$ cat src/design/fmag_ram.sv
// fmag_ram: generic single write, single read memory with registered read data
// no dependencies
module fmag_ram #(
    parameter int WIDTH = 48,
    parameter int DEPTH = 64
) (
    input  logic                     i_clk,
    input  logic                     i_we,
    input  logic [$clog2(DEPTH)-1:0] i_waddr,
    input  logic [WIDTH-1:0]         i_wdata,
    input  logic [$clog2(DEPTH)-1:0] i_raddr,
    output logic [WIDTH-1:0]         o_rdata
);

    logic [WIDTH-1:0] r_mem [DEPTH];
    logic [WIDTH-1:0] r_rdata;

    // write port and registered read port
    always_ff @(posedge i_clk) begin
        if (i_we) begin
            r_mem[i_waddr] <= i_wdata;
        end
        r_rdata <= r_mem[i_raddr];
    end

    assign o_rdata = r_rdata;

endmodule

$ cat config.mk
export PLATFORM = sky130hd
export DESIGN_NAME = fmag_ram
export DESIGN_NICKNAME = d
export VERILOG_FILES = /design/src/design/fmag_ram.sv
export SDC_FILE = /design/constraint.sdc
export NUM_CORES = 2
export LEC_CHECK = 0
export BUFFER_PORTS_ARGS = -buffer_cell sky130_fd_sc_hd__buf_2
export CAP_MARGIN = 20
export CORE_MARGIN = 2
export CORE_UTILIZATION = 50
export DETAILED_ROUTE_END_ITERATION = 8
export PLACE_DENSITY = 0.78
export RECOVER_POWER = 25
export SLEW_MARGIN = 25
export SYNTH_ARGS = -nofsm -noshare
export SYNTH_HDL_FRONTEND = slang
export SYNTH_SLANG_ARGS = --single-unit
$ cat constraint.sdc
create_clock -name i_clk -period 4.2 [get_ports i_clk]
set_input_delay 0.21 -clock i_clk [delete_from_list [all_inputs] [get_ports i_clk]]
set_output_delay 0.21 -clock i_clk [all_outputs]
set_load 0.05 [all_outputs]
# Word-level counts from Yosys, hierarchy flattened
# Memory sizes are Yosys's and may differ from the RTL's. A register that Yosys moved wholly into a read port is not among the register bits.
# Cells that the tools add are included.
classes:
  mux: 2
ops:
  columns: ["cell", "n"]
  rows:
  - ["1-bit 2-to-1 mux", 2]
word_totals:
  memories: 1
  word_cells: 3
  ramBits: 3072
  inputBits: 62
  ff_bits: 0
mem_list:
  columns: ["name", "depth", "word_bits", "read_ports", "rd_ports_with_merged_regs", "write_ports", "line", "rtl"]
  rows:
  - ["r_mem", 64, 48, 1, 1, 1, "15", "logic [WIDTH-1:0] r_mem [DEPTH];"]

# Depth between registers and ports, before layout
logic_depth:
  ltp_word: 2
  depth_mapped: 9
  depth_no_buf: 5

# Least setup slack after synthesis
# OpenSTA, ideal clock, no wires.
synth_path:
  path_type: "input -> register"
  from: "in i_waddr[3]"
  to: "mem r_mem[48][0], enable pin"
  required_time_ns: 3.687
  slack_ns: -0.295
  arrival_time_ns: 3.982
  path_stages: 4
  path_buffers: 1
  path_cell_list: "clkbuf_1 -> nor2b_1 -> nand4b_1 -> nor3_1"
synth_rtl:
  columns: ["item", "line", "rtl"]
  rows:
  - ["from (decl)", "9", "input logic [$clog2(DEPTH)-1:0] i_waddr,"]
  - ["to (decl)", "15", null]
# No word-level cell before the write port.

# Final worst setup path
layout_path:
  from: "in i_waddr[2]"
  to: "mem r_mem[61][9], enable pin"
# No word-level cell before the write port.

==> out/results.txt <==
Max Cap Viol: 34
Die area: 238,000 µm²
Tmin final: 3040 ps
Top cells by count, synth: 3,072 x edfxtp_1, 754 x mux4_2, 132 x nor2_1, 122 x o22ai_1
Worst Path Arrival: 3600 ps
Pre-Repair DR Iteration Count: 7
Core Region: 233,000 µm²
Required time worst endpoint: 4760 ps
Most frequent cell after synthesis: edfxtp_1
Dominant cells by area after synthesis: edfxtp_1 79%, mux4_2 14%, dfxtp_1 0.82%, o22ai_1 0.65%, a221oi_1 0.62%
Clock Path Buffers: 4
RSZ-0062 raised after global routing: no
EDFF count, synth: 3,072
Clk root buf: clkbuf_16
Synth Net Count: 5,032
Period utilization: 0.724
Yosys warnings: 0
First-pass GRT wire length: 455,000 µm
Met3 wire length: 45,200 µm
Crit end category: flip-flop
Final setup vio count: 0
Area Overhead vs Synth: 13.5%
DRT met1 WL: 108,000 µm
Xor/xnor cell area share of the yosys netlist: 0
Critical path fanouts, max: 20
Setup TNS: 0 ps
Failing checks: max-capacitance violations, max-slew violations
Largest family of logic cells by synthesized area: multiplexers
Final Wtd Congestion: 0.823
Final Util: 0.571
Setup crit start kind: input pin
DRC violations left: 0
Outcome: complete, but fails checks
Slew headroom: -0.935
Tightest Pin Transition: 2900 ps
Clock Pin Slew Worst Setup and Hold Paths: 70 ps
Detailed placement HPWL: 166,000 µm
Worst-Skew Late Latency: 960 ps
Initial core utilization: 0.503
Largest net degree at the start of global routing: 97
Fin. max-slew vios: 2,194
Die width: 488 µm
Post-Syn Instances: 4,970
Synth Area in Adders: 0
Syn avg cell area: 23.6 µm²
Pwr per Cell Area: 482 nW/µm²
Uppermost layer routed: met5
Synth Flop Type: edfxtp_1
Clock Sinks: 3,120
GRT Total Usage: 0.274
Hold Fails Final Rpt: 0
H-tree depth: 5
Share of cells above drive strength 1: 0.279
Routed len/inst: 37.3 µm
Setup slack after layout: 1160 ps
Postcts setup bufs: 0
Post-DR vias/cell: 6.88
Cts bufs inserted: 306
Dpl cell area: 123,000 µm²
Async SR Flop Fraction: 0
Static Leak: 41.2 nW
Initial antenna violation count: 28
VDD IR max: 0.371 mV
DRT iter0 DRCs: 10,800
Top cell type's share of synthesized area: 0.788
IO buf count: 109
Post-Syn Area: 117,000 µm²
Fraction of synthesized area in multiplexers: 0.152
Clk_skew: 56.8 ps
Synthesized flop and latch total: 3,120
Total Power: 64.1 mW
Number of nets in the layout: 5,447
Final wirelength: 326,000 µm
Vias in the first global route: 60,100
Die Span Y: 488 µm
Hold WC Path Type: in2reg
Final design area excluding fillers: 133,000 µm²
Simple-gate area share of the yosys netlist: 0.00957
Synth Area in Compound Gates: 0.0302
Rows: 177
Critical path type: in2reg
Register area share after synthesis: 0.796
Peak Freq: 329 MHz
Routed wl met2: 156,000 µm
Cell taking the most area after synthesis: edfxtp_1
Post-CTS Resized: 0
Vias: 60,100
CTS tree: built
Total congestion overflow: 0
Cell variety after synth: 36
Ports: 110
Antenna viol nets, final: 0
Placement Setup Slack: 982 ps
-- worst max-delay path, cell delays in order --
cell and delay (ps):
dlygate4sd3_1 600, buf_2 310, nor2b_1 210, nand3_1 770
nor2_4 930, buf_4 550
-- cell usage in the layout (no fill, tap or decap), types with 4 or more instances in the layout --
master,Yosys,layout
a211oi_1,32,32
a21oi_1,74,74
a221oi_1,83,83
a22o_1,57,57
a22oi_1,72,72
a311oi_1,11,11
a31o_2,5,5
buf_12,0,54
buf_2,98,65
buf_4,62,181
bufinv_16,0,18
clkbuf_1,98,110
clkbuf_16,0,310
clkbuf_8,0,12
clkinv_1,0,49
clkinv_2,0,48
clkinv_8,0,5
clkinvlp_4,0,6
dfxtp_1,48,48
diode_2,0,6
dlygate4sd3_1,0,50
edfxtp_1,3072,3072
mux2_2,12,12
mux2i_1,63,63
mux4_2,754,754
nand2_1,55,54
nand2b_1,10,8
nand3_1,7,7
nand3b_1,5,5
nor2_1,132,68
nor2_4,0,64
nor2b_1,24,19
nor2b_4,0,4
o221ai_1,28,28
o22ai_1,122,122
or3b_2,4,4
-- routing by layer --
metal,GRT usage,vias to the layer above
met5,0,-
met1,0.354,31300
met2,0.432,5508
met4,0.129,18
met3,0.0754,1021
li1,-,22300
-- final cells by class --
cell class,count,area (µm²)
clock buffers,397,8200
repair buffers,389,3470
fillers,15700,99800
clock inverters,132,1150
diodes,6,15.0
well taps,3132,3920
flip-flops and latches,3120,93200
multi-input cells,1568,23000
-- sequential cells by signal, summed over array words and instances, names as in the netlist --
signal   flops
r_mem     3072
o_rdata     48
-- through the flow --
stage | instances | hold WS (ps)
after floorplan | 4970 | 309
after global placement | 8155 | 684
after detailed placement | 8157 | 692
after CTS | 8713 | 2.02
after global routing | 8740 | 53.9
final | 8744 | 65.7
-- where the power goes --
part           switching [mW]  internal, mW  total, mW
sequential              0.160          34.5       34.7
clock                    11.3          14.9       26.2
combinational            2.16          1.13       3.30
-- cell families (layout without fill, tap and decap cells) --
family	count (synthesis)	in the layout
and+or+nand+nor	253	253
DFF	3120	3120
muxes	829	829
other	0	6
AOI/OAI and AO/OA	486	486
buffers and inverters	282	918
-- path summary, 6_finish.rpt --
kind / startpoint / to / slack (ps) / cells after the start
setup / recovery: i_waddr[2] / r_mem[61][9] / 1160 / 6
hold / removal: i_waddr[1] / r_mem[48][25] / 70 / 3
hold reg to reg: r_mem[58][36] / o_rdata[36] / 810 / 4
setup reg to reg: r_mem[53][46] / o_rdata[46] / 1890 / 5
-- timing repair --
| item | in CTS | in global routing |
|---|---|---|
| hold endpoints to repair | 965 | 1472 |
| hold buffers | 27 | 23 |
| endpoints found under the setup margin | 0 | 0 |
Power figures use the tool's default switching activity.
