`config.mk`:
```
export PLATFORM = sky130hd
export DESIGN_NAME = fmag_fifo
export DESIGN_NICKNAME = d
export VERILOG_FILES = /design/src/design/fmag_fifo.sv
export SDC_FILE = /design/constraint.sdc
export NUM_CORES = 1
export LEC_CHECK = 0
export ABC_CLOCK_PERIOD_IN_PS = 2600
export BUFFER_PORTS_ARGS = -buffer_cell sky130_fd_sc_hd__buf_4
export CAP_MARGIN = 20
export CORE_AREA = 4 4 48 50
export DETAILED_ROUTE_END_ITERATION = 16
export DIE_AREA = 0 0 52 54
export MAX_ROUTING_LAYER = met4
export PLACE_DENSITY_LB_ADDON = 0.2
export SLEW_MARGIN = 40
export SYNTH_ARGS = -nofsm -noshare
export SYNTH_HDL_FRONTEND = slang
export SYNTH_SLANG_ARGS = --single-unit
```
`constraint.sdc`:
```
create_clock -name i_clk -period 2.6 [get_ports i_clk]
set_input_delay 0.26 -clock i_clk [delete_from_list [all_inputs] [get_ports i_clk]]
set_output_delay 0.26 -clock i_clk [all_outputs]
set_load 0.01 [all_outputs]
```
`src/design/fmag_fifo.sv`:
```
// fmag_fifo: small first-in first-out queue of register slots
// no dependencies
module fmag_fifo #(
    parameter int WIDTH = 8,
    parameter int DEPTH = 2
) (
    input  logic             i_clk,
    input  logic             i_rst_n,
    input  logic             i_push,
    input  logic [WIDTH-1:0] i_wdata,
    input  logic             i_pop,
    output logic [WIDTH-1:0] o_rdata,
    output logic             o_empty,
    output logic             o_full
);

    localparam int PW = (DEPTH > 1) ? $clog2(DEPTH) : 1;
    localparam int CW = $clog2(DEPTH + 1);

    logic [WIDTH-1:0] r_slot [DEPTH];
    logic [PW-1:0]    r_wr_ptr, n_wr_ptr;
    logic [PW-1:0]    r_rd_ptr, n_rd_ptr;
    logic [CW-1:0]    r_count, n_count;
    logic             do_push, do_pop;

    assign do_push = i_push && !o_full;
    assign do_pop  = i_pop && !o_empty;

    // pointer and fill count update
    always_comb begin
        n_wr_ptr = r_wr_ptr;
        n_rd_ptr = r_rd_ptr;
        n_count  = r_count;
        if (do_push) begin
            n_wr_ptr = (32'(r_wr_ptr) == DEPTH - 1) ? '0 : r_wr_ptr + 1'b1;
        end
        if (do_pop) begin
            n_rd_ptr = (32'(r_rd_ptr) == DEPTH - 1) ? '0 : r_rd_ptr + 1'b1;
        end
        if (do_push && !do_pop) begin
            n_count = r_count + 1'b1;
        end else if (do_pop && !do_push) begin
            n_count = r_count - 1'b1;
        end
    end

    always_ff @(posedge i_clk) begin
        if (!i_rst_n) begin
            r_wr_ptr <= '0;
            r_rd_ptr <= '0;
            r_count  <= '0;
        end else begin
            r_wr_ptr <= n_wr_ptr;
            r_rd_ptr <= n_rd_ptr;
            r_count  <= n_count;
        end
    end

    // payload slots
    always_ff @(posedge i_clk) begin
        if (do_push) begin
            r_slot[r_wr_ptr] <= i_wdata;
        end
    end

    assign o_rdata = r_slot[r_rd_ptr];
    assign o_empty = (r_count == '0);
    assign o_full  = (32'(r_count) == DEPTH);

endmodule

```
After elaboration in Yosys (flattened, before gate mapping)
Memories as Yosys holds them, arrays and structs flattened. A register that Yosys moved wholly into a read port is not among the register bits.
Index checks and enable logic that the tools add are counted.
{ "word_totals": {"output_inout_bits": 10, "wordCells": 27, "inputBits": 12, "ff_bits": 4, "mem_bits_rw": 16, "n_memories": 1} }
{ "classes": {"addsub": 4, "reduce_logical": 10, "eq_ne": 1, "muxes": 8} }
{ "memory_table": {"columns": ["name", "depth", "width", "read_ports", "rd_clocked_by_memory_dff", "write_ports", "line_no", "rtl"], "rows": [
  ["r_slot", 2, 8, 1, 1, 1, "20", "logic [WIDTH-1:0] r_slot [DEPTH];"]
]} }
{ "op_table": {"columns": ["operator", "n"], "rows": [
  ["1-bit 2-to-1 mux", 6],
  ["1-bit logical AND", 4],
  ["1-bit zero test", 4],
  ["2-bit 2-to-1 mux", 2],
  ["1-bit adder, second input constant", 2],
  ["2-bit by 1-bit adder with 2-bit output, second input constant", 1],
  ["2-bit == test, second input constant", 1],
  ["2-bit zero test", 1],
  ["2-bit nonzero test", 1],
  ["2-bit by 1-bit subtractor with 2-bit output, second input constant", 1]
]} }

Logic depth before layout (Yosys ltp)
{ "logic_depth": {"word_depth": 7, "ltp_mapped": 7, "ltp_nobuf": 7} }

Worst setup path before layout
No wires, ideal clock.
{ "synth_path": {"path_type": "register -> register", "start": "reg r_count[0]", "end": "reg r_count[1]", "setup_ns": 0.070, "slack_ns": 1.112, "period_less_slack_ns": 1.488, "n_path_buf": 0, "path_stages_with_launch": 7, "arrival_time_ns": 1.418, "required_time_ns": 2.530, "path_cell_list": "dfxtp_1 > nand2b_1 > inv_2 > nor2_1 > ha_1 > or3_1 > a21boi_1"} }
{ "synth_between": {"elab_chain_cells": 6, "elab_cells_between_ends": 15, "cone_classes": "add/sub: 2; eq/ne: 1; mux: 2; reduce/logical: 10"} }
{ "synth_lines": {"columns": ["item", "line_no", "rtl"], "rows": [
  ["start: declaration", "23", "logic [CW-1:0] r_count, n_count;"],
  ["start signal: assignment", "55", "r_count <= n_count;"],
  ["2-bit == test *", "68", "assign o_full = (32'(r_count) == DEPTH);"],
  ["via o_full", "14", "output logic o_full"],
  ["1-bit zero test *", "26", "assign do_push = i_push && !o_full;"],
  ["1-bit logical AND *", "26", null],
  ["via do_push", "24", "logic do_push, do_pop;"],
  ["1-bit zero test", "42", "end else if (do_pop && !do_push) begin"],
  ["1-bit logical AND", "42", null],
  ["2-bit nonzero test (no source line)", null, null]
]} }
The timed path passes the listed nets; every way through them passes the cells marked *. The select of a mux whose other input is x is not followed.
A chain may end at the register's enable or synchronous reset.

==> metrics.txt <==
Relative slew margins=54.69%; critical path class=flop to output pin; Pleak=0.0003995 uW; drt via density=4.545; WL per Instance=11.68 um; PD cells=913.5 nW/um^2; Worst EP arrival=1.38 ns; critical path, cell by cell=mux2_2 > buf_4; Final Cycle Share=63.13%; # IOs=22; die width=52 um; Hold WC Path Type=input pin to flop; Syn Nets=63; clk_skew=0.0009618 ns; Worst path slowest cell=dfxtp_1; filler cell count=171; required time worst endpoint=2.34 ns; Final GP Congestion=0.6559; # diodes=0; Final Util=53.82%; Resize count post-CTS=0; synth warn=0; cts-stage hold buffer count=0; Final ANT Viol Nets=0; htree depth=1; Final Hold Vio Count=0; later-pin clock latency in the skew report=0.29 ns; DRC Markers=0; number of global-route vias before repair=453; Worst setup EP type=output pin; postcts setup bufs=0; area of the multi-input gates=216.5 sq um; Vias=459; # Max-Cap Violations=0; Yosys cell types=20; core area=1902 sq um; starting DRC count in detailed routing=12; deepest clock path buffer count=2; CP Max Fanout=8; worst vdd ir=0.4562 mV; area delta synth->final=26.43%; DP HPWL=888.8 um; total wire length=1.180 mm; combinational power share=33.5%; switching share of power=28.90%; Final Cell Area=1023 sq um; drt pass-1 iters=4; part of the power in registers=50.6%; first-pass GRT wire length=1.883 mm; share of cells above drive strength 1=47.30%; Post-Syn Area=809.5 sq um; RSZ-0062 raised after global routing=no; Sink Count=21; Post-Place Cells=97; Die ar.=2808 sq um; setup ws final=0.9585 ns; Placed Area=996.0 sq um; initial core utilization=42.57%; Syn Inst Count=50; largest net degree at the start of global routing=13; post-route insts no fill=101; Root Buffer Master=clkbuf_4; minimum clock period=1.641 ns; Seq/Total Area, Yosys=71.72%; Clk pin slew, worst setup/hold paths=0.11 ns; Port Buffer Count=21; # nets final=88; status=completed; sw power=270.2 uW; Peak Freq=0.6092 GHz; startpoint types=flop; CTS Buf Count=3; Post-Route Setup TNS=0 ns; total grt overflow=0; clock group share of total power=15.9%; P_int=664.7 uW; synthesized flop and latch total=21; Avg Cell Area, Syn=16.19 sq um; Final setup viols=0; FF+latch area=580.6 sq um; Die H=54 um; measured slew at the worst slew-check pin=0.6760 ns; Worst path max stage delay=0.55 ns; worst slack, placed=1.022 ns; Final Max Tran Viols=0; initial antenna violation count=0; CTS tree=yes; row count=16; GRT Overall Usage=9.902%
==> synthesized netlist by cell type <==
cell       n  area [sq um]
nand2b_1   1         6.260
nor3_2     1         10.01
xor2_1     1         8.760
and2_1     3         18.77
o21ai_0    1         5.000
and3_1     1         6.260
a21boi_0   1         7.510
xnor2_1    2         17.52
o21a_1     1         7.510
ha_1       1         12.51
buf_2      1         5.000
o21ai_1    1         5.000
or3_1      1         6.260
nor2_1     2         7.510
inv_1      1         3.750
inv_2      1         3.750
dfxtp_1    5         100.1
edfxtp_1  16         480.5
mux2_2     8         90.09
a21boi_1   1         7.510
==> per-layer routing <==
metal | GRT usage (%) | vias up | wire length [um]
li1 | - | 232 | -
met1 | 11.09 | 209 | 502
met2 | 16.11 | 16 | 580
met3 | 2.770 | 2 | 80
met4 | 5.240 | 0 | 17
met5 | - | - | 0
==> state kept, by name, summed over array words and instances (netlist names), named ones only <==
name	count
r_rd_ptr	1
r_slot	16
r_wr_ptr	1
r_count	2
==> through the flow <==
stage,total power [uW],hold slack (ns)
after detailed placement,800.9,0.4476
final,934.9,0.1406
after CTS,948.6,0.1314
after global placement,793.7,0.4451
after floorplan,669.7,0.3589
after global routing,1003,0.1161
==> path summary, 6_finish.rpt <==
path	depth (start not counted)	slack (ns)	startpoint	end
setup reg to reg	6	1.02	r_count[0]$_SDFFE_PN0P_	r_count[1]$_SDFFE_PN0P_
setup / recovery	2	0.96	flop	o_rdata[6]
hold reg to reg	2	0.54	r_count[1]$_SDFFE_PN0P_	r_count[1]$_SDFFE_PN0P_
hold / removal	1	0.14	i_wdata[5]	r_slot[1][5]$_DFFE_PP_
==> power by group through the flow <==
| stage | clock network [uW] | registers [uW] | logic, uW |
|---|---|---|---|
| after floorplan | 0 | 458 | 212 |
| after global placement | 0 | 479 | 315 |
| after detailed placement | 0 | 483 | 318 |
| after CTS | 155 | 474 | 320 |
| after global routing | 173 | 483 | 348 |
| final | 149 | 473 | 314 |
==> critical path: cells and delay by family, from the launching register on <==
kind     cells  cell delay [ns]
flops        1             0.55
mux          1             0.39
buf+inv      1             0.14
==> layout make-up <==
type | count | share of cell area, %
Clock buffer | 3 | 2.200
Multi-Input combinational cell | 26 | 21.15
Sequential cell | 21 | 56.72
Tap cell | 27 | 3.301
Timing Repair Buffer | 21 | 15.40
Clock inverter | 1 | 0.4890
Inverter | 2 | 0.7335
==> placed cells by master (no fill, tap or decap), drive strengths merged, types with 2 or more instances in the layout <==
| cell | instances |
|---|---|
| buf | 21 |
| edfxtp | 16 |
| mux2 | 8 |
| dfxtp | 5 |
| and2 | 3 |
| clkbuf | 3 |
| nor2 | 2 |
| xnor2 | 2 |
| inv | 2 |
| o21ai | 2 |
| a21boi | 2 |
==> kinds of logic after synthesis <==
logic type,synth area share (%)
DFF,71.72
AOI/OAI and AO/OA,4.018
buffers and inverters,1.544
xor gates and xnor gates,3.246
and+or+nand+nor,6.803
muxes,11.13
adders and majority gates,1.545
Power figures use the tool's default switching activity.
