===== src/design/fmag_pkg.sv =====
// fmag_pkg: shared types, constants and functions of the magnitude spectrum block
// holds the cosine table, twiddle rounding and bit-reversal helpers
// no dependencies
package fmag_pkg;

    localparam int SAMPLE_W = 16;
    localparam int DATA_W   = 24;
    localparam int MAG_W    = 22;
    localparam int BIN_W    = 6;
    localparam int LG_W     = 3;
    localparam int CNT_W    = 7;
    localparam int IDX_W    = 6;
    localparam int ROOT_W   = 24;
    localparam int SQ_W     = 2 * DATA_W;

    // write request to the work buffer
    typedef struct packed {
        logic                  we;
        logic [IDX_W-1:0]      addr;
        logic [2*DATA_W-1:0]   data;
    } t_ram_wr;

    // one result word
    typedef struct packed {
        logic [MAG_W-1:0] magnitude;
        logic [BIN_W-1:0] bin_index;
        logic             last_bin;
    } t_result;

    // complex twiddle factor
    typedef struct packed {
        logic signed [DATA_W-1:0] wr;
        logic signed [DATA_W-1:0] wi;
    } t_tw;

    typedef enum logic [3:0] {
        BK_IDLE,
        BK_SW_RA,
        BK_SW_RB,
        BK_SW_CAP,
        BK_SW_WA,
        BK_SW_WB,
        BK_BF_RA,
        BK_BF_RC,
        BK_BF_CAP,
        BK_BF_MUL,
        BK_BF_WA,
        BK_BF_WC,
        BK_MG_RD,
        BK_MG_CAP,
        BK_MG_SQ,
        BK_MG_ROOT
    } t_back_state;

    // cos(2*pi*k/64) in Q1.22, quarter wave
    function automatic logic [22:0] cos_q22(input logic [4:0] k);
        logic [22:0] v;
        case (k)
            5'd0:    v = 23'd4194304;
            5'd1:    v = 23'd4174107;
            5'd2:    v = 23'd4113712;
            5'd3:    v = 23'd4013699;
            5'd4:    v = 23'd3875032;
            5'd5:    v = 23'd3699046;
            5'd6:    v = 23'd3487436;
            5'd7:    v = 23'd3242241;
            5'd8:    v = 23'd2965821;
            5'd9:    v = 23'd2660838;
            5'd10:   v = 23'd2330230;
            5'd11:   v = 23'd1977181;
            5'd12:   v = 23'd1605091;
            5'd13:   v = 23'd1217542;
            5'd14:   v = 23'd818268;
            5'd15:   v = 23'd411114;
            default: v = 23'd0;
        endcase
        return v;
    endfunction

    // table entry rounded half away from zero to f fraction bits
    function automatic logic [22:0] tw_abs(input logic [4:0] k, input int f);
        logic [23:0] v;
        v = {1'b0, cos_q22(k)};
        if (f < 22) begin
            v = (v + 24'(1 << (21 - f))) >> (22 - f);
        end
        return v[22:0];
    endfunction

    // w = cos - i sin of 2*pi*t/64
    function automatic t_tw twiddle(input logic [4:0] t, input int f);
        t_tw w;
        if (t <= 5'd16) begin
            w.wr = $signed({1'b0, tw_abs(t, f)});
            w.wi = -$signed({1'b0, tw_abs(5'd16 - t, f)});
        end else begin
            w.wr = -$signed({1'b0, tw_abs(5'd0 - t, f)});
            w.wi = -$signed({1'b0, tw_abs(t - 5'd16, f)});
        end
        return w;
    endfunction

    // reverse the low lg bits of an index
    function automatic logic [IDX_W-1:0] bitrev(input logic [IDX_W-1:0] i,
                                                input logic [LG_W-1:0] lg);
        logic [IDX_W-1:0] r;
        for (int b = 0; b < IDX_W; b++) begin
            r[b] = i[IDX_W-1-b];
        end
        return r >> (3'd6 - lg);
    endfunction

endpackage


===== src/design/fmag_front.sv =====
// fmag_front: size register, sample loading and frame completion detection
// depends on fmag_pkg
module fmag_front
    import fmag_pkg::*;
#(
    parameter int MAX_LG = 6
) (
    input  logic                i_clk,
    input  logic                i_rst_n,
    input  logic                i_cfg_we,
    input  logic [LG_W-1:0]     i_cfg_wdata,
    input  logic                i_accept,
    input  logic [SAMPLE_W-1:0] i_sample,
    output t_ram_wr             o_wr,
    output logic                o_job_push,
    output logic [LG_W-1:0]     o_job_lg
);

    logic [LG_W-1:0]  r_size_log2;
    logic [CNT_W-1:0] r_count, n_count;
    logic [LG_W-1:0]  lg_eff;
    logic [CNT_W-1:0] frame_n;
    logic [CNT_W-1:0] count_inc;
    logic             frame_done;

    // frame length in use, clamped to the buffer size
    assign lg_eff     = (r_size_log2 > LG_W'(MAX_LG)) ? LG_W'(MAX_LG) : r_size_log2;
    assign frame_n    = CNT_W'(1) << lg_eff;
    assign count_inc  = r_count + 1'b1;
    assign frame_done = (count_inc >= frame_n);

    // sample count
    always_comb begin
        n_count = r_count;
        if (i_accept) begin
            n_count = frame_done ? '0 : count_inc;
        end
    end

    always_ff @(posedge i_clk) begin
        if (!i_rst_n) begin
            r_size_log2 <= LG_W'(6);
            r_count     <= '0;
        end else begin
            if (i_cfg_we) begin
                r_size_log2 <= i_cfg_wdata;
            end
            r_count <= n_count;
        end
    end

    // store sample as a real word
    assign o_wr.we   = i_accept;
    assign o_wr.addr = r_count[IDX_W-1:0];
    assign o_wr.data = {{(DATA_W-SAMPLE_W){i_sample[SAMPLE_W-1]}}, i_sample,
                        {DATA_W{1'b0}}};

    assign o_job_push = i_accept && frame_done;
    assign o_job_lg   = lg_eff;

endmodule


===== config.mk =====
export PLATFORM = sky130hd
export DESIGN_NAME = fmag_front
export DESIGN_NICKNAME = d
export VERILOG_FILES = /design/src/design/fmag_pkg.sv /design/src/design/fmag_front.sv
export SDC_FILE = /design/constraint.sdc
export NUM_CORES = 1
export LEC_CHECK = 0
export BUFFER_PORTS_ARGS = -buffer_cell sky130_fd_sc_hd__buf_2
export CAP_MARGIN = 0
export CELL_PAD_IN_SITES_DETAIL_PLACEMENT = 1
export CELL_PAD_IN_SITES_GLOBAL_PLACEMENT = 2
export CORE_AREA = 2 2 76 78
export CTS_CLUSTER_DIAMETER = 120
export DETAILED_ROUTE_END_ITERATION = 6
export DIE_AREA = 0 0 78 80
export PLACE_DENSITY = 0.8
export SLEW_MARGIN = 20
export SYNTH_ARGS = -nofsm -noshare
export SYNTH_HDL_FRONTEND = slang
export SYNTH_SLANG_ARGS = --single-unit

===== constraint.sdc =====
create_clock -name i_clk -period 6.7 [get_ports i_clk]
set_input_delay 1.34 -clock i_clk [delete_from_list [all_inputs] [get_ports i_clk]]
set_output_delay 1.34 -clock i_clk [all_outputs]
set_load 0.02 [all_outputs]

; Word level (Yosys, flattened, before mapping)
; Index checks and enable logic that the tools add are counted.
[op_classes]
addsub = 1
order_cmp = 2
shifts = 1
muxes = 2
reduce_logical = 1
[op_table]
columns = cell, n
row1 = $add A7 B1 Y7 const B, 1
row2 = $ge A7 B7 Y1, 1
row3 = $mux W7, 1
row4 = $shl A1 B3 Y7 const A, 1
row5 = $gt A3 B3 Y1 const B, 1
row6 = $mux W3, 1
row7 = $logic_and A1 B1 Y1, 1
[totals]
reg_bits = 10
inputBits = 23
out_inout_bits = 59
wordCells = 9

; Depth between registers and ports, before layout
[logic_depth]
ltp_word = 5
mapped_depth = 9
depth_no_buf = 9

; Least setup slack after synthesis
; No wires, ideal clock.
[synth_timing]
kind = reg-to-output
start = reg r_size_log2[1]
end = out o_job_push
arrival_ns = 1.968
t_required_ns = 5.360
slack_ns = 3.392
stages_incl_launch_ff = 8
path_buffers = 1
path_cell_list = dfxtp_1 clkbuf_1 or3b_2 ha_1 a21o_1 a31oi_1 o21ai_2 and2_2
[synth_via]
elab_chain_cells = 5
[synth_lines]
columns = element, line_no
row1 = from (decl), fmag_front.sv:19  ; logic [LG_W-1:0] r_size_log2;
row2 = from (signal assigned), fmag_front.sv:46  ; r_size_log2 <= i_cfg_wdata;
row3 = $gt A3 B3 Y1, fmag_front.sv:27  ; assign lg_eff = (r_size_log2 > LG_W'(MAX_LG)) ? LG_W'(MAX_LG) : r_size_log2;
row4 = $mux W3 *, fmag_front.sv:27
row5 = $shl A1 B3 Y7 *, fmag_front.sv:28  ; assign frame_n = CNT_W'(1) << lg_eff;
row6 = $ge A7 B7 Y1 *, fmag_front.sv:30  ; assign frame_done = (count_inc >= frame_n);
row7 = $logic_and A1 B1 Y1 *, fmag_front.sv:58  ; assign o_job_push = i_accept && frame_done;
row8 = to (decl), fmag_front.sv:15  ; output logic o_job_push,
; Mark *: on every way between the ends. The rest lies on a longest branch, timed or not.

; Final worst setup path
[layout_timing]
start = reg r_count[0]
end = out o_job_push
[layout_via]
elab_chain_cells = 3
[layout_lines]
columns = element, line_no
row1 = from (decl), fmag_front.sv:20  ; logic [CNT_W-1:0] r_count, n_count;
row2 = from (signal assigned), fmag_front.sv:48  ; r_count <= n_count;
row3 = $add A7 B1 Y7, fmag_front.sv:29  ; assign count_inc = r_count + 1'b1;
row4 = $ge A7 B7 Y1, fmag_front.sv:30
row5 = $logic_and A1 B1 Y1, fmag_front.sv:58
; No other way between the ends.

==> qor.yml <==
cts:
  htreeDepth: 1
  clock_latency_ns: 0.24
  cts-buffers-inserted: 3
  cts-root-buf: "clkbuf_8"
  post-cts-setup-buffers: 0
  clockBufferDepth: 2
  clk_pin_slew_ns: 0.05
  cts_hold_buffers: 0
  clock-sinks: 10
  cts_tree: "done"
  cts_resized: 0
floorplanning:
  rows: 27
  start_util_pct: 21.3
  core_area_um2: 5410
  die_h_um: 80
  die_x_um: 78
  die_area_um2: 6240
  ioPinCount: 82
drt:
  via_count: 693
  drc: 0
  wl_mm: 2.02
  ant_nets: 0
  drt_iter0_drc: 18
  viasPerCell: 3.57
  wl_per_cell_um: 10.4
  drtPass1Iterations: 4
worst_hold_path:
  hp-class: "flip-flop to flip-flop"
setup_path:
  critPathLaunchType: "flip-flop"
  arrival_ns: 2.50
  crit_buf_inv: 1
  slowest_stage: "dfxtp_1"
  max_stage_delay_ns: 0.45
  worst_setup_path_end_kind: "output pin"
  crit_chain: "ha_1 > nand3_1 > xnor2_1 > ha_1 > a211o_1 > a21oi_2 > o21ai_2 > and2_2 > buf_2"
  worstPathRequired_ns: 5.36
  crit_path_max_fanout: 8
  critical_path_class: "flip-flop to output pin"
  critical-path-top-delay-family: "adder cells"
  crit_path_frequent_cell: "ha_1"
layout:
  seqCellArea_um2: 200
  fillCellCount: 659
  drive_gt1_share_pct: 22.1
  stdcell_count: 194
  antenna_cells: 0
  fin_util_pct: 18.9
  multi_input_area_um2: 579
  syn_to_final_growth_pct: -11.4
  nets: 154
timing:
  max_freq_mhz: 260
  setup_tns_ns: 0
  rsz0062_at_grt: "no"
  setup_viol: 0
  finalHoldViolations: 0
  drv_slew: 0
  finalCritPeriodShare_pct: 57.3
  clock_skew_ns: 0.00539
  min_period_ns: 3.84
synthesis:
  ys_seq_elements: 10
  synth.distinct_cells: 29
  syn_area_per_cell_um2: 8.23
  ys_top_cells_by_area: "buf_4 37%, dfxtp_1 17%, ha_1 8.7%, xor2_1 4.6%, a211oi_1 3.9%"
  syn_inst: 140
  synth_area_um2: 1150
  yosys_warnings: 0
  synth_top_area_share_pct: 37.1
  post-synth-top-area-cell: "buf_4"
  synth-seq-area-share_pct: 17.4
placement:
  numPortBuffers: 17
  gp_congestion: 0.689
  place_inst: 190
grt:
  grt_first_pass_wirelength_mm: 3.17
  antenna_found_initial: 0
  grt_overflow: 0
  grt_max_degree: 16
  grt_pass1_vias: 684
  track_usage_pct: 6.54
power_and_ir_drop:
  ir_drop_uv: 38.7
  p_leak_nw: 0.476
  power.total_w: 0.000188
  p_per_area_nw_per_um2: 184
run:
  drv_cap: 0
status:
  outcome: "complete, no violations"
-- stage by stage --
step	hold WS [ns]	setup WS [ns]	area (um2)
floorplan	0.539	3.39	1240
finish	0.576	2.86	1020
global placement	0.578	3.19	966
detailed placement	0.583	3.11	966
CTS	0.593	2.82	1020
global route	0.619	2.69	1020
-- cell families (layout without fill, tap and decap cells) --
| logic type | Yosys count | after routing | synth area share, % |
|---|---|---|---|
| xor+xnor | 11 | 11 | 8.36 |
| other cells | 1 | 24 | 0.325 |
| buf+inv | 65 | 24 | 39.8 |
| mux | 4 | 4 | 3.47 |
| compound gates | 13 | 13 | 9.12 |
| flops | 10 | 10 | 17.4 |
| fa+ha+maj | 8 | 8 | 8.69 |
| simple gates | 28 | 28 | 12.8 |
-- worst min-delay path, stage by stage (launching register included) --
cell and delay [ns]:
dfxtp_1 0.35, xnor2_1 0.13, a211oi_1 0.05
-- routing by layer --
metal | GRT usage, % | up-vias | wire, um
met2 | 12.0 | 30 | 1020
li1 | - | 343 | -
met4 | 5.26 | 0 | 70
met5 | 0 | - | 0
met3 | 1.58 | 14 | 217
met1 | 6.22 | 306 | 711
-- final cells by class --
cell class              count  share of cell area, %
multi-input cells          88                   56.7
flip-flops and latches     10                   19.6
well taps                  72                   8.82
repair buffers             17                   8.33
clock buffers               4                   5.39
inverters                   3                   1.10
-- Yosys cell counts --
master     n
a211o_1    1
a211oi_1   6
a211oi_2   1
a21o_1     1
a21oi_2    1
a31oi_1    1
and2_1     1
and2_2     1
buf_2      1
buf_4     57
clkbuf_1   4
conb_1     1
dfxtp_1   10
ha_1       8
inv_1      3
mux2i_1    4
nand2_1    7
nand2b_1   1
nand3_1    2
nand3_2    1
nand3b_1   2
nand4_1    4
nor2_1     6
nor3_1     2
o21a_1     1
o21ai_2    1
or3b_2     1
xnor2_1    5
xor2_1     6
-- final timing paths --
| path | startpoint | end | slack (ns) | cells past startpoint |
|---|---|---|---|---|
| max | r_count[0] | o_job_push | 2.86 | 9 |
| min | r_count[6] | r_count[6] | 0.58 | 2 |
| max reg2reg | r_count[0] | r_count[3] | 4.46 | 8 |
| min reg2reg | r_count[6] | r_count[6] | 0.58 | 2 |
-- where the power goes --
part	internal, W	total, W	leakage [nW]	switching, W
sequential	0.0000621	0.0000670	0.0816	0.00000488
clock	0.0000518	0.0000773	0.0288	0.0000255
combinational	0.0000130	0.0000433	0.366	0.0000304
-- cells in the final DEF (no fill, tap or decap) --
| master | instances |
|---|---|
| nand2b_1 | 1 |
| a31oi_1 | 1 |
| nand3_1 | 2 |
| a211o_1 | 1 |
| and2_2 | 1 |
| a211oi_2 | 1 |
| a211oi_1 | 6 |
| a21o_1 | 1 |
| o21a_1 | 1 |
| xnor2_1 | 5 |
| xor2_1 | 6 |
| nand4_1 | 4 |
| inv_1 | 3 |
| or3b_2 | 1 |
| nand2_1 | 7 |
| buf_2 | 17 |
| o21ai_2 | 1 |
| dfxtp_1 | 10 |
| mux2i_1 | 4 |
| nand3_2 | 1 |
| conb_1 | 24 |
| nand3b_1 | 2 |
| clkbuf_8 | 4 |
| a21oi_2 | 1 |
| ha_1 | 8 |
| nor2_1 | 6 |
| nor3_1 | 2 |
| and2_1 | 1 |
-- sequential cells by signal, summed over array words and instances, names as in the netlist --
signal,count
r_count,7
r_size_log2,3
(Power assumes the default switching activity.)
