File: src/design/fmag_pkg.sv
// fmag_pkg: shared types, constants and functions of the magnitude spectrum block
// holds the cosine table, twiddle rounding and bit-reversal helpers
// no dependencies
package fmag_pkg;

    localparam int SAMPLE_W = 16;
    localparam int DATA_W   = 24;
    localparam int MAG_W    = 22;
    localparam int BIN_W    = 6;
    localparam int LG_W     = 3;
    localparam int CNT_W    = 7;
    localparam int IDX_W    = 6;
    localparam int ROOT_W   = 24;
    localparam int SQ_W     = 2 * DATA_W;

    // write request to the work buffer
    typedef struct packed {
        logic                  we;
        logic [IDX_W-1:0]      addr;
        logic [2*DATA_W-1:0]   data;
    } t_ram_wr;

    // one result word
    typedef struct packed {
        logic [MAG_W-1:0] magnitude;
        logic [BIN_W-1:0] bin_index;
        logic             last_bin;
    } t_result;

    // complex twiddle factor
    typedef struct packed {
        logic signed [DATA_W-1:0] wr;
        logic signed [DATA_W-1:0] wi;
    } t_tw;

    typedef enum logic [3:0] {
        BK_IDLE,
        BK_SW_RA,
        BK_SW_RB,
        BK_SW_CAP,
        BK_SW_WA,
        BK_SW_WB,
        BK_BF_RA,
        BK_BF_RC,
        BK_BF_CAP,
        BK_BF_MUL,
        BK_BF_WA,
        BK_BF_WC,
        BK_MG_RD,
        BK_MG_CAP,
        BK_MG_SQ,
        BK_MG_ROOT
    } t_back_state;

    // cos(2*pi*k/64) in Q1.22, quarter wave
    function automatic logic [22:0] cos_q22(input logic [4:0] k);
        logic [22:0] v;
        case (k)
            5'd0:    v = 23'd4194304;
            5'd1:    v = 23'd4174107;
            5'd2:    v = 23'd4113712;
            5'd3:    v = 23'd4013699;
            5'd4:    v = 23'd3875032;
            5'd5:    v = 23'd3699046;
            5'd6:    v = 23'd3487436;
            5'd7:    v = 23'd3242241;
            5'd8:    v = 23'd2965821;
            5'd9:    v = 23'd2660838;
            5'd10:   v = 23'd2330230;
            5'd11:   v = 23'd1977181;
            5'd12:   v = 23'd1605091;
            5'd13:   v = 23'd1217542;
            5'd14:   v = 23'd818268;
            5'd15:   v = 23'd411114;
            default: v = 23'd0;
        endcase
        return v;
    endfunction

    // table entry rounded half away from zero to f fraction bits
    function automatic logic [22:0] tw_abs(input logic [4:0] k, input int f);
        logic [23:0] v;
        v = {1'b0, cos_q22(k)};
        if (f < 22) begin
            v = (v + 24'(1 << (21 - f))) >> (22 - f);
        end
        return v[22:0];
    endfunction

    // w = cos - i sin of 2*pi*t/64
    function automatic t_tw twiddle(input logic [4:0] t, input int f);
        t_tw w;
        if (t <= 5'd16) begin
            w.wr = $signed({1'b0, tw_abs(t, f)});
            w.wi = -$signed({1'b0, tw_abs(5'd16 - t, f)});
        end else begin
            w.wr = -$signed({1'b0, tw_abs(5'd0 - t, f)});
            w.wi = -$signed({1'b0, tw_abs(t - 5'd16, f)});
        end
        return w;
    endfunction

    // reverse the low lg bits of an index
    function automatic logic [IDX_W-1:0] bitrev(input logic [IDX_W-1:0] i,
                                                input logic [LG_W-1:0] lg);
        logic [IDX_W-1:0] r;
        for (int b = 0; b < IDX_W; b++) begin
            r[b] = i[IDX_W-1-b];
        end
        return r >> (3'd6 - lg);
    endfunction

endpackage

File: src/design/fmag_isqrt.sv
// fmag_isqrt: floor square root, one result bit per cycle
// depends on fmag_pkg
module fmag_isqrt
    import fmag_pkg::*;
(
    input  logic              i_clk,
    input  logic              i_rst_n,
    input  logic              i_start,
    input  logic [SQ_W-1:0]   i_value,
    output logic              o_done,
    output logic [ROOT_W-1:0] o_root
);

    logic              r_busy, n_busy;
    logic              r_done, n_done;
    logic [4:0]        r_cnt, n_cnt;
    logic [SQ_W-1:0]   r_x, n_x;
    logic [ROOT_W+1:0] r_rem, n_rem;
    logic [ROOT_W-1:0] r_root, n_root;
    logic [ROOT_W+3:0] rem_sh;
    logic [ROOT_W+3:0] trial;

    assign rem_sh = {r_rem, r_x[SQ_W-1 -: 2]};
    assign trial  = {2'b00, r_root, 2'b01};

    // restoring step on two input bits
    always_comb begin
        n_busy = r_busy;
        n_done = 1'b0;
        n_cnt  = r_cnt;
        n_x    = r_x;
        n_rem  = r_rem;
        n_root = r_root;
        if (i_start) begin
            n_busy = 1'b1;
            n_cnt  = '0;
            n_x    = i_value;
            n_rem  = '0;
            n_root = '0;
        end else if (r_busy) begin
            n_x = {r_x[SQ_W-3:0], 2'b00};
            if (rem_sh >= trial) begin
                n_rem  = (ROOT_W+2)'(rem_sh - trial);
                n_root = {r_root[ROOT_W-2:0], 1'b1};
            end else begin
                n_rem  = rem_sh[ROOT_W+1:0];
                n_root = {r_root[ROOT_W-2:0], 1'b0};
            end
            n_cnt = r_cnt + 1'b1;
            if (r_cnt == 5'(ROOT_W - 1)) begin
                n_busy = 1'b0;
                n_done = 1'b1;
            end
        end
    end

    always_ff @(posedge i_clk) begin
        if (!i_rst_n) begin
            r_busy <= 1'b0;
            r_done <= 1'b0;
            r_cnt  <= '0;
        end else begin
            r_busy <= n_busy;
            r_done <= n_done;
            r_cnt  <= n_cnt;
        end
    end

    always_ff @(posedge i_clk) begin
        r_x    <= n_x;
        r_rem  <= n_rem;
        r_root <= n_root;
    end

    assign o_done = r_done;
    assign o_root = r_root;

endmodule

File: src/design/fmag_back.sv
// fmag_back: transform sequencer with one shared multiplier, then bin magnitudes
// depends on fmag_pkg and fmag_isqrt
module fmag_back
    import fmag_pkg::*;
#(
    parameter int TWIDDLE_BITS = 16
) (
    input  logic                i_clk,
    input  logic                i_rst_n,
    input  logic                i_job_valid,
    input  logic [LG_W-1:0]     i_job_lg,
    output logic                o_job_pop,
    output t_ram_wr             o_wr,
    output logic [IDX_W-1:0]    o_raddr,
    input  logic [2*DATA_W-1:0] i_rdata,
    output logic                o_res_push,
    output t_result             o_res,
    input  logic                i_res_full,
    output logic                o_busy
);

    localparam int FRAC = (TWIDDLE_BITS - 2 > 22) ? 22 :
                          (TWIDDLE_BITS - 2 < 1) ? 1 : TWIDDLE_BITS - 2;
    localparam logic [SQ_W:0] RND = (SQ_W+1)'(1) << (FRAC - 1);

    t_back_state r_state, n_state;
    logic [LG_W-1:0]          r_lg, n_lg;
    logic [CNT_W-1:0]         r_i, n_i;
    logic [LG_W-1:0]          r_stage, n_stage;
    logic [IDX_W-1:0]         r_bf, n_bf;
    logic [BIN_W-1:0]         r_k, n_k;
    logic [2:0]               r_step, n_step;
    logic [2*DATA_W-1:0]      r_u, n_u;
    logic [2*DATA_W-1:0]      r_b, n_b;
    t_tw                      r_tw, n_tw;
    logic signed [SQ_W-1:0]   r_prod, n_prod;
    logic signed [SQ_W-1:0]   r_acc, n_acc;
    logic [DATA_W-1:0]        r_vr, n_vr;
    logic [DATA_W-1:0]        r_vi, n_vi;

    logic [CNT_W-1:0]         frame_n;
    logic [IDX_W-1:0]         half_n;
    logic [IDX_W-1:0]         rev;
    logic [IDX_W-1:0]         j_idx, half_bit, a_idx, c_idx;
    logic [IDX_W-1:0]         t_full;
    logic signed [DATA_W-1:0] mul_a, mul_b;
    logic signed [SQ_W:0]     bf_sum;
    logic [SQ_W-1:0]          sq_sum;
    logic                     sq_start, sq_done;
    logic [ROOT_W-1:0]        sq_root;

    assign frame_n = CNT_W'(1) << r_lg;
    assign half_n  = frame_n[IDX_W:1];
    assign rev     = bitrev(r_i[IDX_W-1:0], r_lg);

    // butterfly addresses for the current stage
    assign half_bit = IDX_W'(1) << (r_stage - 1'b1);
    assign j_idx    = r_bf & (half_bit - 1'b1);
    assign a_idx    = ((r_bf >> (r_stage - 1'b1)) << r_stage) | j_idx;
    assign c_idx    = a_idx | half_bit;
    assign t_full   = j_idx << (3'd6 - r_stage);

    // shared multiplier operand selection
    always_comb begin
        mul_a = $signed(r_b[2*DATA_W-1:DATA_W]);
        mul_b = r_tw.wr;
        if (r_state == BK_BF_MUL) begin
            case (r_step)
                3'd0:    begin mul_a = $signed(r_b[2*DATA_W-1:DATA_W]); mul_b = r_tw.wr; end
                3'd1:    begin mul_a = $signed(r_b[DATA_W-1:0]);        mul_b = r_tw.wi; end
                3'd2:    begin mul_a = $signed(r_b[2*DATA_W-1:DATA_W]); mul_b = r_tw.wi; end
                default: begin mul_a = $signed(r_b[DATA_W-1:0]);        mul_b = r_tw.wr; end
            endcase
        end else if (r_step == 3'd0) begin
            mul_a = $signed(r_b[2*DATA_W-1:DATA_W]);
            mul_b = $signed(r_b[2*DATA_W-1:DATA_W]);
        end else begin
            mul_a = $signed(r_b[DATA_W-1:0]);
            mul_b = $signed(r_b[DATA_W-1:0]);
        end
    end

    // rounded product sum, difference on the real part
    always_comb begin
        if (r_step == 3'd2) begin
            bf_sum = $signed({r_acc[SQ_W-1], r_acc}) - $signed({r_prod[SQ_W-1], r_prod})
                     + $signed(RND);
        end else begin
            bf_sum = $signed({r_acc[SQ_W-1], r_acc}) + $signed({r_prod[SQ_W-1], r_prod})
                     + $signed(RND);
        end
    end

    assign sq_sum = $unsigned(r_acc) + $unsigned(r_prod);

    // sequencer: next state, datapath registers and ports
    always_comb begin
        n_state    = r_state;
        n_lg       = r_lg;
        n_i        = r_i;
        n_stage    = r_stage;
        n_bf       = r_bf;
        n_k        = r_k;
        n_step     = r_step;
        n_u        = r_u;
        n_b        = r_b;
        n_tw       = r_tw;
        n_prod     = r_prod;
        n_acc      = r_acc;
        n_vr       = r_vr;
        n_vi       = r_vi;
        o_job_pop  = 1'b0;
        o_wr       = '0;
        o_raddr    = '0;
        o_res_push = 1'b0;
        sq_start   = 1'b0;
        case (r_state)
            BK_IDLE: begin
                if (i_job_valid) begin
                    o_job_pop = 1'b1;
                    n_lg      = i_job_lg;
                    n_i       = '0;
                    n_state   = BK_SW_RA;
                end
            end
            // bit-reversal reordering
            BK_SW_RA: begin
                if (r_i[IDX_W-1:0] < rev) begin
                    o_raddr = r_i[IDX_W-1:0];
                    n_state = BK_SW_RB;
                end else if (r_i + 1'b1 == frame_n) begin
                    n_stage = LG_W'(1);
                    n_bf    = '0;
                    n_k     = '0;
                    n_state = (r_lg == '0) ? BK_MG_RD : BK_BF_RA;
                end else begin
                    n_i = r_i + 1'b1;
                end
            end
            BK_SW_RB: begin
                o_raddr = rev;
                n_u     = i_rdata;
                n_state = BK_SW_CAP;
            end
            BK_SW_CAP: begin
                n_b     = i_rdata;
                n_state = BK_SW_WA;
            end
            BK_SW_WA: begin
                o_wr    = '{we: 1'b1, addr: r_i[IDX_W-1:0], data: r_b};
                n_state = BK_SW_WB;
            end
            BK_SW_WB: begin
                o_wr = '{we: 1'b1, addr: rev, data: r_u};
                if (r_i + 1'b1 == frame_n) begin
                    n_stage = LG_W'(1);
                    n_bf    = '0;
                    n_k     = '0;
                    n_state = (r_lg == '0) ? BK_MG_RD : BK_BF_RA;
                end else begin
                    n_i     = r_i + 1'b1;
                    n_state = BK_SW_RA;
                end
            end
            // butterflies
            BK_BF_RA: begin
                o_raddr = a_idx;
                n_tw    = twiddle(t_full[4:0], FRAC);
                n_state = BK_BF_RC;
            end
            BK_BF_RC: begin
                o_raddr = c_idx;
                n_u     = i_rdata;
                n_state = BK_BF_CAP;
            end
            BK_BF_CAP: begin
                n_b     = i_rdata;
                n_step  = '0;
                n_state = BK_BF_MUL;
            end
            BK_BF_MUL: begin
                n_prod = mul_a * mul_b;
                n_step = r_step + 1'b1;
                case (r_step)
                    3'd1, 3'd3: n_acc = r_prod;
                    3'd2:       n_vr  = bf_sum[FRAC+DATA_W-1:FRAC];
                    3'd4: begin
                        n_vi    = bf_sum[FRAC+DATA_W-1:FRAC];
                        n_state = BK_BF_WA;
                    end
                    default: ;
                endcase
            end
            BK_BF_WA: begin
                o_wr = '{we: 1'b1, addr: a_idx,
                         data: {r_u[2*DATA_W-1:DATA_W] + r_vr, r_u[DATA_W-1:0] + r_vi}};
                n_state = BK_BF_WC;
            end
            BK_BF_WC: begin
                o_wr = '{we: 1'b1, addr: c_idx,
                         data: {r_u[2*DATA_W-1:DATA_W] - r_vr, r_u[DATA_W-1:0] - r_vi}};
                if (r_bf + 1'b1 == half_n) begin
                    n_bf = '0;
                    if (r_stage == r_lg) begin
                        n_k     = '0;
                        n_state = BK_MG_RD;
                    end else begin
                        n_stage = r_stage + 1'b1;
                        n_state = BK_BF_RA;
                    end
                end else begin
                    n_bf    = r_bf + 1'b1;
                    n_state = BK_BF_RA;
                end
            end
            // bin magnitudes
            BK_MG_RD: begin
                o_raddr = r_k;
                n_state = BK_MG_CAP;
            end
            BK_MG_CAP: begin
                n_b     = i_rdata;
                n_step  = '0;
                n_state = BK_MG_SQ;
            end
            BK_MG_SQ: begin
                n_prod = mul_a * mul_b;
                n_step = r_step + 1'b1;
                if (r_step == 3'd1) begin
                    n_acc = r_prod;
                end else if (r_step == 3'd2) begin
                    sq_start = 1'b1;
                    n_state  = BK_MG_ROOT;
                end
            end
            BK_MG_ROOT: begin
                if (sq_done) begin
                    n_step = 3'd7;
                end
                if ((sq_done || r_step == 3'd7) && !i_res_full) begin
                    o_res_push = 1'b1;
                    if (r_k == half_n) begin
                        n_state = BK_IDLE;
                    end else begin
                        n_k     = r_k + 1'b1;
                        n_state = BK_MG_RD;
                    end
                end
            end
            default: n_state = BK_IDLE;
        endcase
    end

    always_ff @(posedge i_clk) begin
        if (!i_rst_n) begin
            r_state <= BK_IDLE;
            r_lg    <= '0;
            r_i     <= '0;
            r_stage <= '0;
            r_bf    <= '0;
            r_k     <= '0;
            r_step  <= '0;
        end else begin
            r_state <= n_state;
            r_lg    <= n_lg;
            r_i     <= n_i;
            r_stage <= n_stage;
            r_bf    <= n_bf;
            r_k     <= n_k;
            r_step  <= n_step;
        end
    end

    always_ff @(posedge i_clk) begin
        r_u    <= n_u;
        r_b    <= n_b;
        r_tw   <= n_tw;
        r_prod <= n_prod;
        r_acc  <= n_acc;
        r_vr   <= n_vr;
        r_vi   <= n_vi;
    end

    fmag_isqrt u_isqrt (
        .i_clk   (i_clk),
        .i_rst_n (i_rst_n),
        .i_start (sq_start),
        .i_value (sq_sum),
        .o_done  (sq_done),
        .o_root  (sq_root)
    );

    // result word, magnitude saturated to the port width
    assign o_res.magnitude = (|sq_root[ROOT_W-1:MAG_W]) ? '1 : sq_root[MAG_W-1:0];
    assign o_res.bin_index = r_k;
    assign o_res.last_bin  = (r_k == half_n);

    assign o_busy = (r_state != BK_IDLE);

endmodule

File: config.mk
export PLATFORM = sky130hd
export DESIGN_NAME = fmag_back
export DESIGN_NICKNAME = d
export VERILOG_FILES = /design/src/design/fmag_pkg.sv /design/src/design/fmag_isqrt.sv /design/src/design/fmag_back.sv
export SDC_FILE = /design/constraint.sdc
export NUM_CORES = 2
export LEC_CHECK = 0
export ABC_AREA = 1
export BUFFER_PORTS_ARGS = -buffer_cell sky130_fd_sc_hd__buf_2
export CAP_MARGIN = 15
export CORE_UTILIZATION = 43
export DETAILED_ROUTE_END_ITERATION = 10
export SYNTH_ARGS = -nofsm -noshare
export SYNTH_HDL_FRONTEND = slang
export SYNTH_SLANG_ARGS = --single-unit
export TNS_END_PERCENT = 50
File: constraint.sdc
create_clock -name i_clk -period 13.6 [get_ports i_clk]
set_input_delay 0 -clock i_clk [delete_from_list [all_inputs] [get_ports i_clk]]
set_output_delay 0 -clock i_clk [all_outputs]
set_load 0.01 [all_outputs]
Yosys cells after proc, flatten, opt, wreduce, memory -nomap -nowiden
Memories as Yosys holds them, arrays and structs flattened.
Cells that the tools add are included.
Cells by class
  add/sub/neg operators: 30
  multipliers: 1
  shift operators: 6
  magnitude comparators: 3
  equality and inequality tests: 39
  reductions and logical operators: 33
  mux-type cells: 82
  bitwise gates (word level): 5
Operators by type and width (count)
  23-bit 2-to-1 mux: 18
  55-bit case mux with 4 select lines: 1
  48-bit 2-to-1 mux: 4
  24-bit 2-to-1 mux: 5
  23-bit by 8-bit adder with 24-bit output, second input constant: 4
  48-bit case mux with 2 select lines: 1
  38-bit by 15-bit adder with 38-bit output, second input constant: 2
  23-bit negation with 24-bit output: 3
  4-bit case mux with 16 select lines: 1
  6-bit 2-to-1 mux: 10
  24-bit adder: 2
  48-bit adder: 1
  24-bit by 24-bit multiplier with 48-bit output: 1
  4-bit 2-to-1 mux: 12
  24-bit subtractor: 2
  40-bit 2-to-1 mux: 1
  38-bit adder: 1
  38-bit 2-to-1 mux: 1
  38-bit subtractor: 1
  4-bit == test, second input constant: 8
  6-bit case mux with 5 select lines: 1
  28-bit by 26-bit greater-or-equal comparator with 1-bit output: 1
  26-bit 2-to-1 mux: 1
  26-bit subtractor: 1
  other kinds (55): 116
Word-level totals
  memories: 4
  memory bits (read-only): 1472
  input bits: 55
  flip-flop bits (word level): 425
  logic and storage cells: 225
Memories
  (name not given): depth 16, bits a word 23, rd ports 1, clocked after Yosys merged registers in 0, write ports 0, RTL line fmag_pkg.sv:58  | case (k)
  (name not given): depth 16, bits a word 23, rd ports 1, clocked after Yosys merged registers in 0, write ports 0, RTL line fmag_pkg.sv:58
  (name not given): depth 16, bits a word 23, rd ports 1, clocked after Yosys merged registers in 0, write ports 0, RTL line fmag_pkg.sv:58
  (name not given): depth 16, bits a word 23, rd ports 1, clocked after Yosys merged registers in 0, write ports 0, RTL line fmag_pkg.sv:58

Depth between registers and ports, before layout
An unclocked memory read counts as a cell.
  word-level depth: 15
  gate-level depth with buffers: 39

Cells and area by module
From an unflattened synthesis, not the netlist that was laid out.
Unflattened totals
  cells, all modules: 7083
  area total of the unflattened synthesis: 55497.0 µm²
By module, submodules not included
  fmag_back: times used 1, cells an instance 6270, area an instance 49556.3 µm²
  fmag_isqrt: times used 1, cells an instance 813, area an instance 5940.7 µm²

Worst setup path after synthesis
OpenSTA, ideal clock, no wires.
  path type: register to register
  start: register r_state[3]
  end: register r_prod[46], data pin
  library setup time: 0.252 ns
  cell stages (with the launch flop): 36
  arrival time: 7.810 ns
  setup slack: 5.538 ns
  path buffers: 3
  path through: dfxtp_1 inv_1 nor2_1 inv_1 nor2_1 clkbuf_1 clkbuf_1 nand3_1 nand2_1 clkbuf_1 nor2_1 fa_1 inv_1 fa_1 fa_1 inv_1 fa_1 inv_1 fa_1 inv_1 fa_1 inv_1 fa_1 inv_1 ha_1 nand2_1 nor2_1 inv_1 o21ai_0 a21boi_0 o21ai_1 a21boi_0 o21ai_1 nand3_1 nand3_1 nand2_1
On the way
  word-level cells in the longest chain between the ends: 3
  elaborated cells between the ends (all ways): 4
RTL lines
  start: declaration: RTL line fmag_back.sv:26  | t_back_state r_state, n_state;
  start signal: assignment: RTL line fmag_back.sv:264  | r_state <= n_state;
  4-bit == test *: RTL line fmag_back.sv:67, fmag_back.sv:117
  24-bit 2-to-1 mux: RTL line fmag_back.sv:67  | if (r_state == BK_BF_MUL) begin
  24-bit by 24-bit multiplier with 48-bit output *: RTL line fmag_back.sv:182, fmag_back.sv:227
  end signal: assignment: RTL line fmag_back.sv:278  | r_prod <= n_prod;
  end: declaration: RTL line fmag_back.sv:36  | logic signed [SQ_W-1:0] r_prod, n_prod;
Mark *: on every way between the ends. The rest lies on a longest branch, timed or not.
A chain may end at the register's enable or synchronous reset.

Worst setup path after layout
  start: register r_step[0]
  end: register r_prod[40], data pin
On the way
  word-level cells in the longest chain between the ends: 5
  elaborated cells between the ends (all ways): 11
RTL lines
  start: declaration: RTL line fmag_back.sv:32  | logic [2:0] r_step, n_step;
  start signal: assignment: RTL line fmag_back.sv:270  | r_step <= n_step;
  3-bit by 2-bit == test with 1-bit output, or another cell as far along: RTL line fmag_back.sv:68  | case (r_step)
  2-bit OR reduction (no line)
  24-bit 2-to-1 mux: RTL line fmag_back.sv:68
  24-bit 2-to-1 mux: RTL line fmag_back.sv:67
  24-bit by 24-bit multiplier with 48-bit output *: RTL line fmag_back.sv:182, fmag_back.sv:227
Marks and branches as above.

==> impl_metrics.ini <==
[sta]
hold_ws_ns = 0.100
fin_crit_sh_pct = 75.3
drv_slew = 0
tns_ns = 0
setup_viol = 0
timing.fmax_mhz = 97.6
layout_min_cycle_time_ns = 10.25
rsz0062_at_grt = no
hold_violations = 0
worst_pin_slew_ns = 1.19
clock_skew_ns = 0.0871
slew_headroom_pct = 20.0

[floorplan]
pin_count = 148
rows = 130
floorplan.initialDensity_pct = 43.4
fp.dieArea_um2 = 128000
die_w_um = 358
die_y_um = 358
core_area_um2 = 126000

[synth]
synth_nets = 7908
yosys_warnings = 0
ys_seq_elements = 425
synth.most_common_cell = nand2_1
synth-edff-count = 336
netlist_top_cells_area = fa_1 (24%), edfxtp_1 (19%), ha_1 (9.4%), nand2_1 (9.2%), inv_1 (8.4%)
synth.top_cell.area_share_pct = 23.7
synthCells = 6798
ys.flop_type = edfxtp_1
yosys-top-cells-count = nand2_1 (1331), inv_1 (1218), nor2_1 (749)
yosysSeqAreaShare_pct = 21.8
yosys.area.top_type = fa_1
synth.distinct_cells = 71
synth_async_sr_flop_share_pct = 0
postSynthAreaPerCell_um2 = 8.02
synth_area_um2 = 54500

[critical_path]
start_kind = flip-flop
path_buf_inv = 11
r2r-start = r_step[0]$_SDFFE_PN0P_
r2r_cells = 35
crit_type = reg2reg
r2r_slack_ns = 3.35
cp_slowest_cell = nor2_2
end_kind = flip-flop
slowest_delay_ns = 0.70
crit_arrival_ns = 10.59
critPathRequiredTime_ns = 13.95
cp_top_family = adder cells
timing.rr.end = r_prod[40]$_DFFE_PN_
cp_max_fo = 25
cp_common_cell = inv_1

[layout]
multiInputGateArea_um2 = 37200
fin_util_pct = 47.3
nFillCells = 12492
nNetsFinal = 8039
area_growth_pct = 9.13
regArea_um2 = 11900
drive_above_1_share_pct = 7.07

[detailed_routing]
vias_per_cell = 5.47
first_pass_iters = 7
drt_wl_total_mm = 187
drc = 0
vias = 47205
drtIter0Drc = 4341
drtAntennaViolNets = 0
wl_per_cell_um = 21.7

[cts]
numCtsBuffers = 52
clkSinkCount = 425
cts_setup_buffers = 0
htree_num_levels = 2
clkTransAtPathRegs_ns = 0.06
clk-insertion-delay-late_ns = 0.68
cts_buffer_depth = 3
cts_tree = built
root_buffer = clkbuf_16

[global_route]
grt_pass1_wl_mm = 284
antenna_found_initial = 6
grt-ovfl-total = 0
grt_usage_pct = 29.3
grt_pass1_vias = 46536
grt_max_degree = 63

[place]
portBuffers = 147
globalplace.congestion = 1.01
hpwlAfterDp_mm = 151

[run]
drv_cap = 0

[min_path]
hold-path-cell-count = 2
hold-path-endpoint = r_u[24]$_DFFE_PP_
hold_start = i_rdata[24]
min_path_type = in2reg

[status]
outcome = completed
## worst max-delay path by stage
stage / startpoint / to / slack, ns / depth (start not counted)
2_1_floorplan: r_state[3]$_SDFFE_PN0P_ / r_prod[46]$_DFFE_PN_ / 5.54 / 35
5_1_grt: r_step[0]$_SDFFE_PN0P_ / r_prod[40]$_DFFE_PN_ / 2.57 / 35
4_1_cts: r_step[0]$_SDFFE_PN0P_ / r_prod[40]$_DFFE_PN_ / 3.42 / 35
3_5_place_dp: r_step[0]$_SDFFE_PN0P_ / r_prod[40]$_DFFE_PN_ / 3.42 / 35
3_3_place_gp: r_step[0]$_SDFFE_PN0P_ / r_prod[46]$_DFFE_PN_ / 3.64 / 36
6_report: r_step[0]$_SDFFE_PN0P_ / r_prod[40]$_DFFE_PN_ / 3.35 / 35
## metal layers
layer,global-route usage (%),share of wire [%],vias to the layer above
met5,0.370,0.036,-
li1,-,-,21910
met4,10.3,4.3,2
met3,4.69,8.2,338
met1,41.2,44,23010
met2,45.7,43,1945
## kinds of logic after synthesis
family                   Yosys count  synth area share (%)
AO/OA/AOI/OAI                   1068                  11.2
adder cells (fa/ha/maj)         1055                  33.1
multiplexers                       2                0.0367
XOR/XNOR                         220                  3.62
buffers and inverters           1447                  10.1
flip-flops                       425                  21.8
AND/OR/NAND/NOR                 2581                  20.1
## layout make-up
type,instances,share of cell area (%)
Antenna cell,5,0.0210
Clock buffer,58,2.22
Clock inverter,38,0.820
Inverter,1255,7.92
Multi-Input combinational cell,4926,62.5
Sequential cell,425,19.9
Tap cell,1650,3.47
Timing Repair Buffer,269,3.06
## flip-flops by register name, indices dropped and copies added (netlist names)
signal and cells:
r_acc 48, r_stage 3, r_step 3, r_u 48, u_isqrt.o_done 1, u_isqrt.r_cnt 5, r_k 6, r_vr 24
u_isqrt.r_x 48, r_state 4, u_isqrt.r_rem 26, r_bf 6, r_prod 48, r_i 7, u_isqrt.r_busy 1, r_tw 48
r_b 48, u_isqrt.o_root 24, r_lg 3, r_vi 24
## timing repair
item                      4_1_cts  5_1_grt
hold buffers                   60        0
hold endpoints to repair      117        0
resized for setup               0        0
## stage by stage
stage | setup slack, ns | instance area (µm²) | std cells
6_report | 3.35 | 59500 | 8626
5_1_grt | 2.57 | 59500 | 8622
4_1_cts | 3.42 | 59500 | 8620
3_5_place_dp | 3.42 | 57100 | 8464
3_3_place_gp | 3.64 | 57100 | 8464
2_1_floorplan | 5.54 | 54500 | 6798
## cells in the final DEF, fill, tap and decap left out, types with 15 or more instances in the layout
master / n
a21o_1: 15
a21oi_1: 422
a31oi_1: 64
buf_2: 147
buf_4: 61
clkbuf_16: 52
clkinv_1: 22
dfxtp_1: 89
dlygate4sd3_1: 60
edfxtp_1: 336
fa_1: 645
ha_1: 410
inv_1: 1216
inv_2: 26
nand2_1: 1330
nand2_2: 29
nand3_1: 225
nand3_2: 22
nand4_1: 46
nor2_1: 740
nor2_2: 29
nor2_4: 20
nor3_1: 49
nor4_1: 16
o211ai_1: 49
o21ai_0: 317
o21ai_1: 15
o221ai_1: 45
o22ai_1: 39
or2_2: 25
xnor2_1: 92
xor2_1: 125
Power is not shown: default switching activity piles up to over one toggle a cycle in this logic, so the estimate is an artifact.
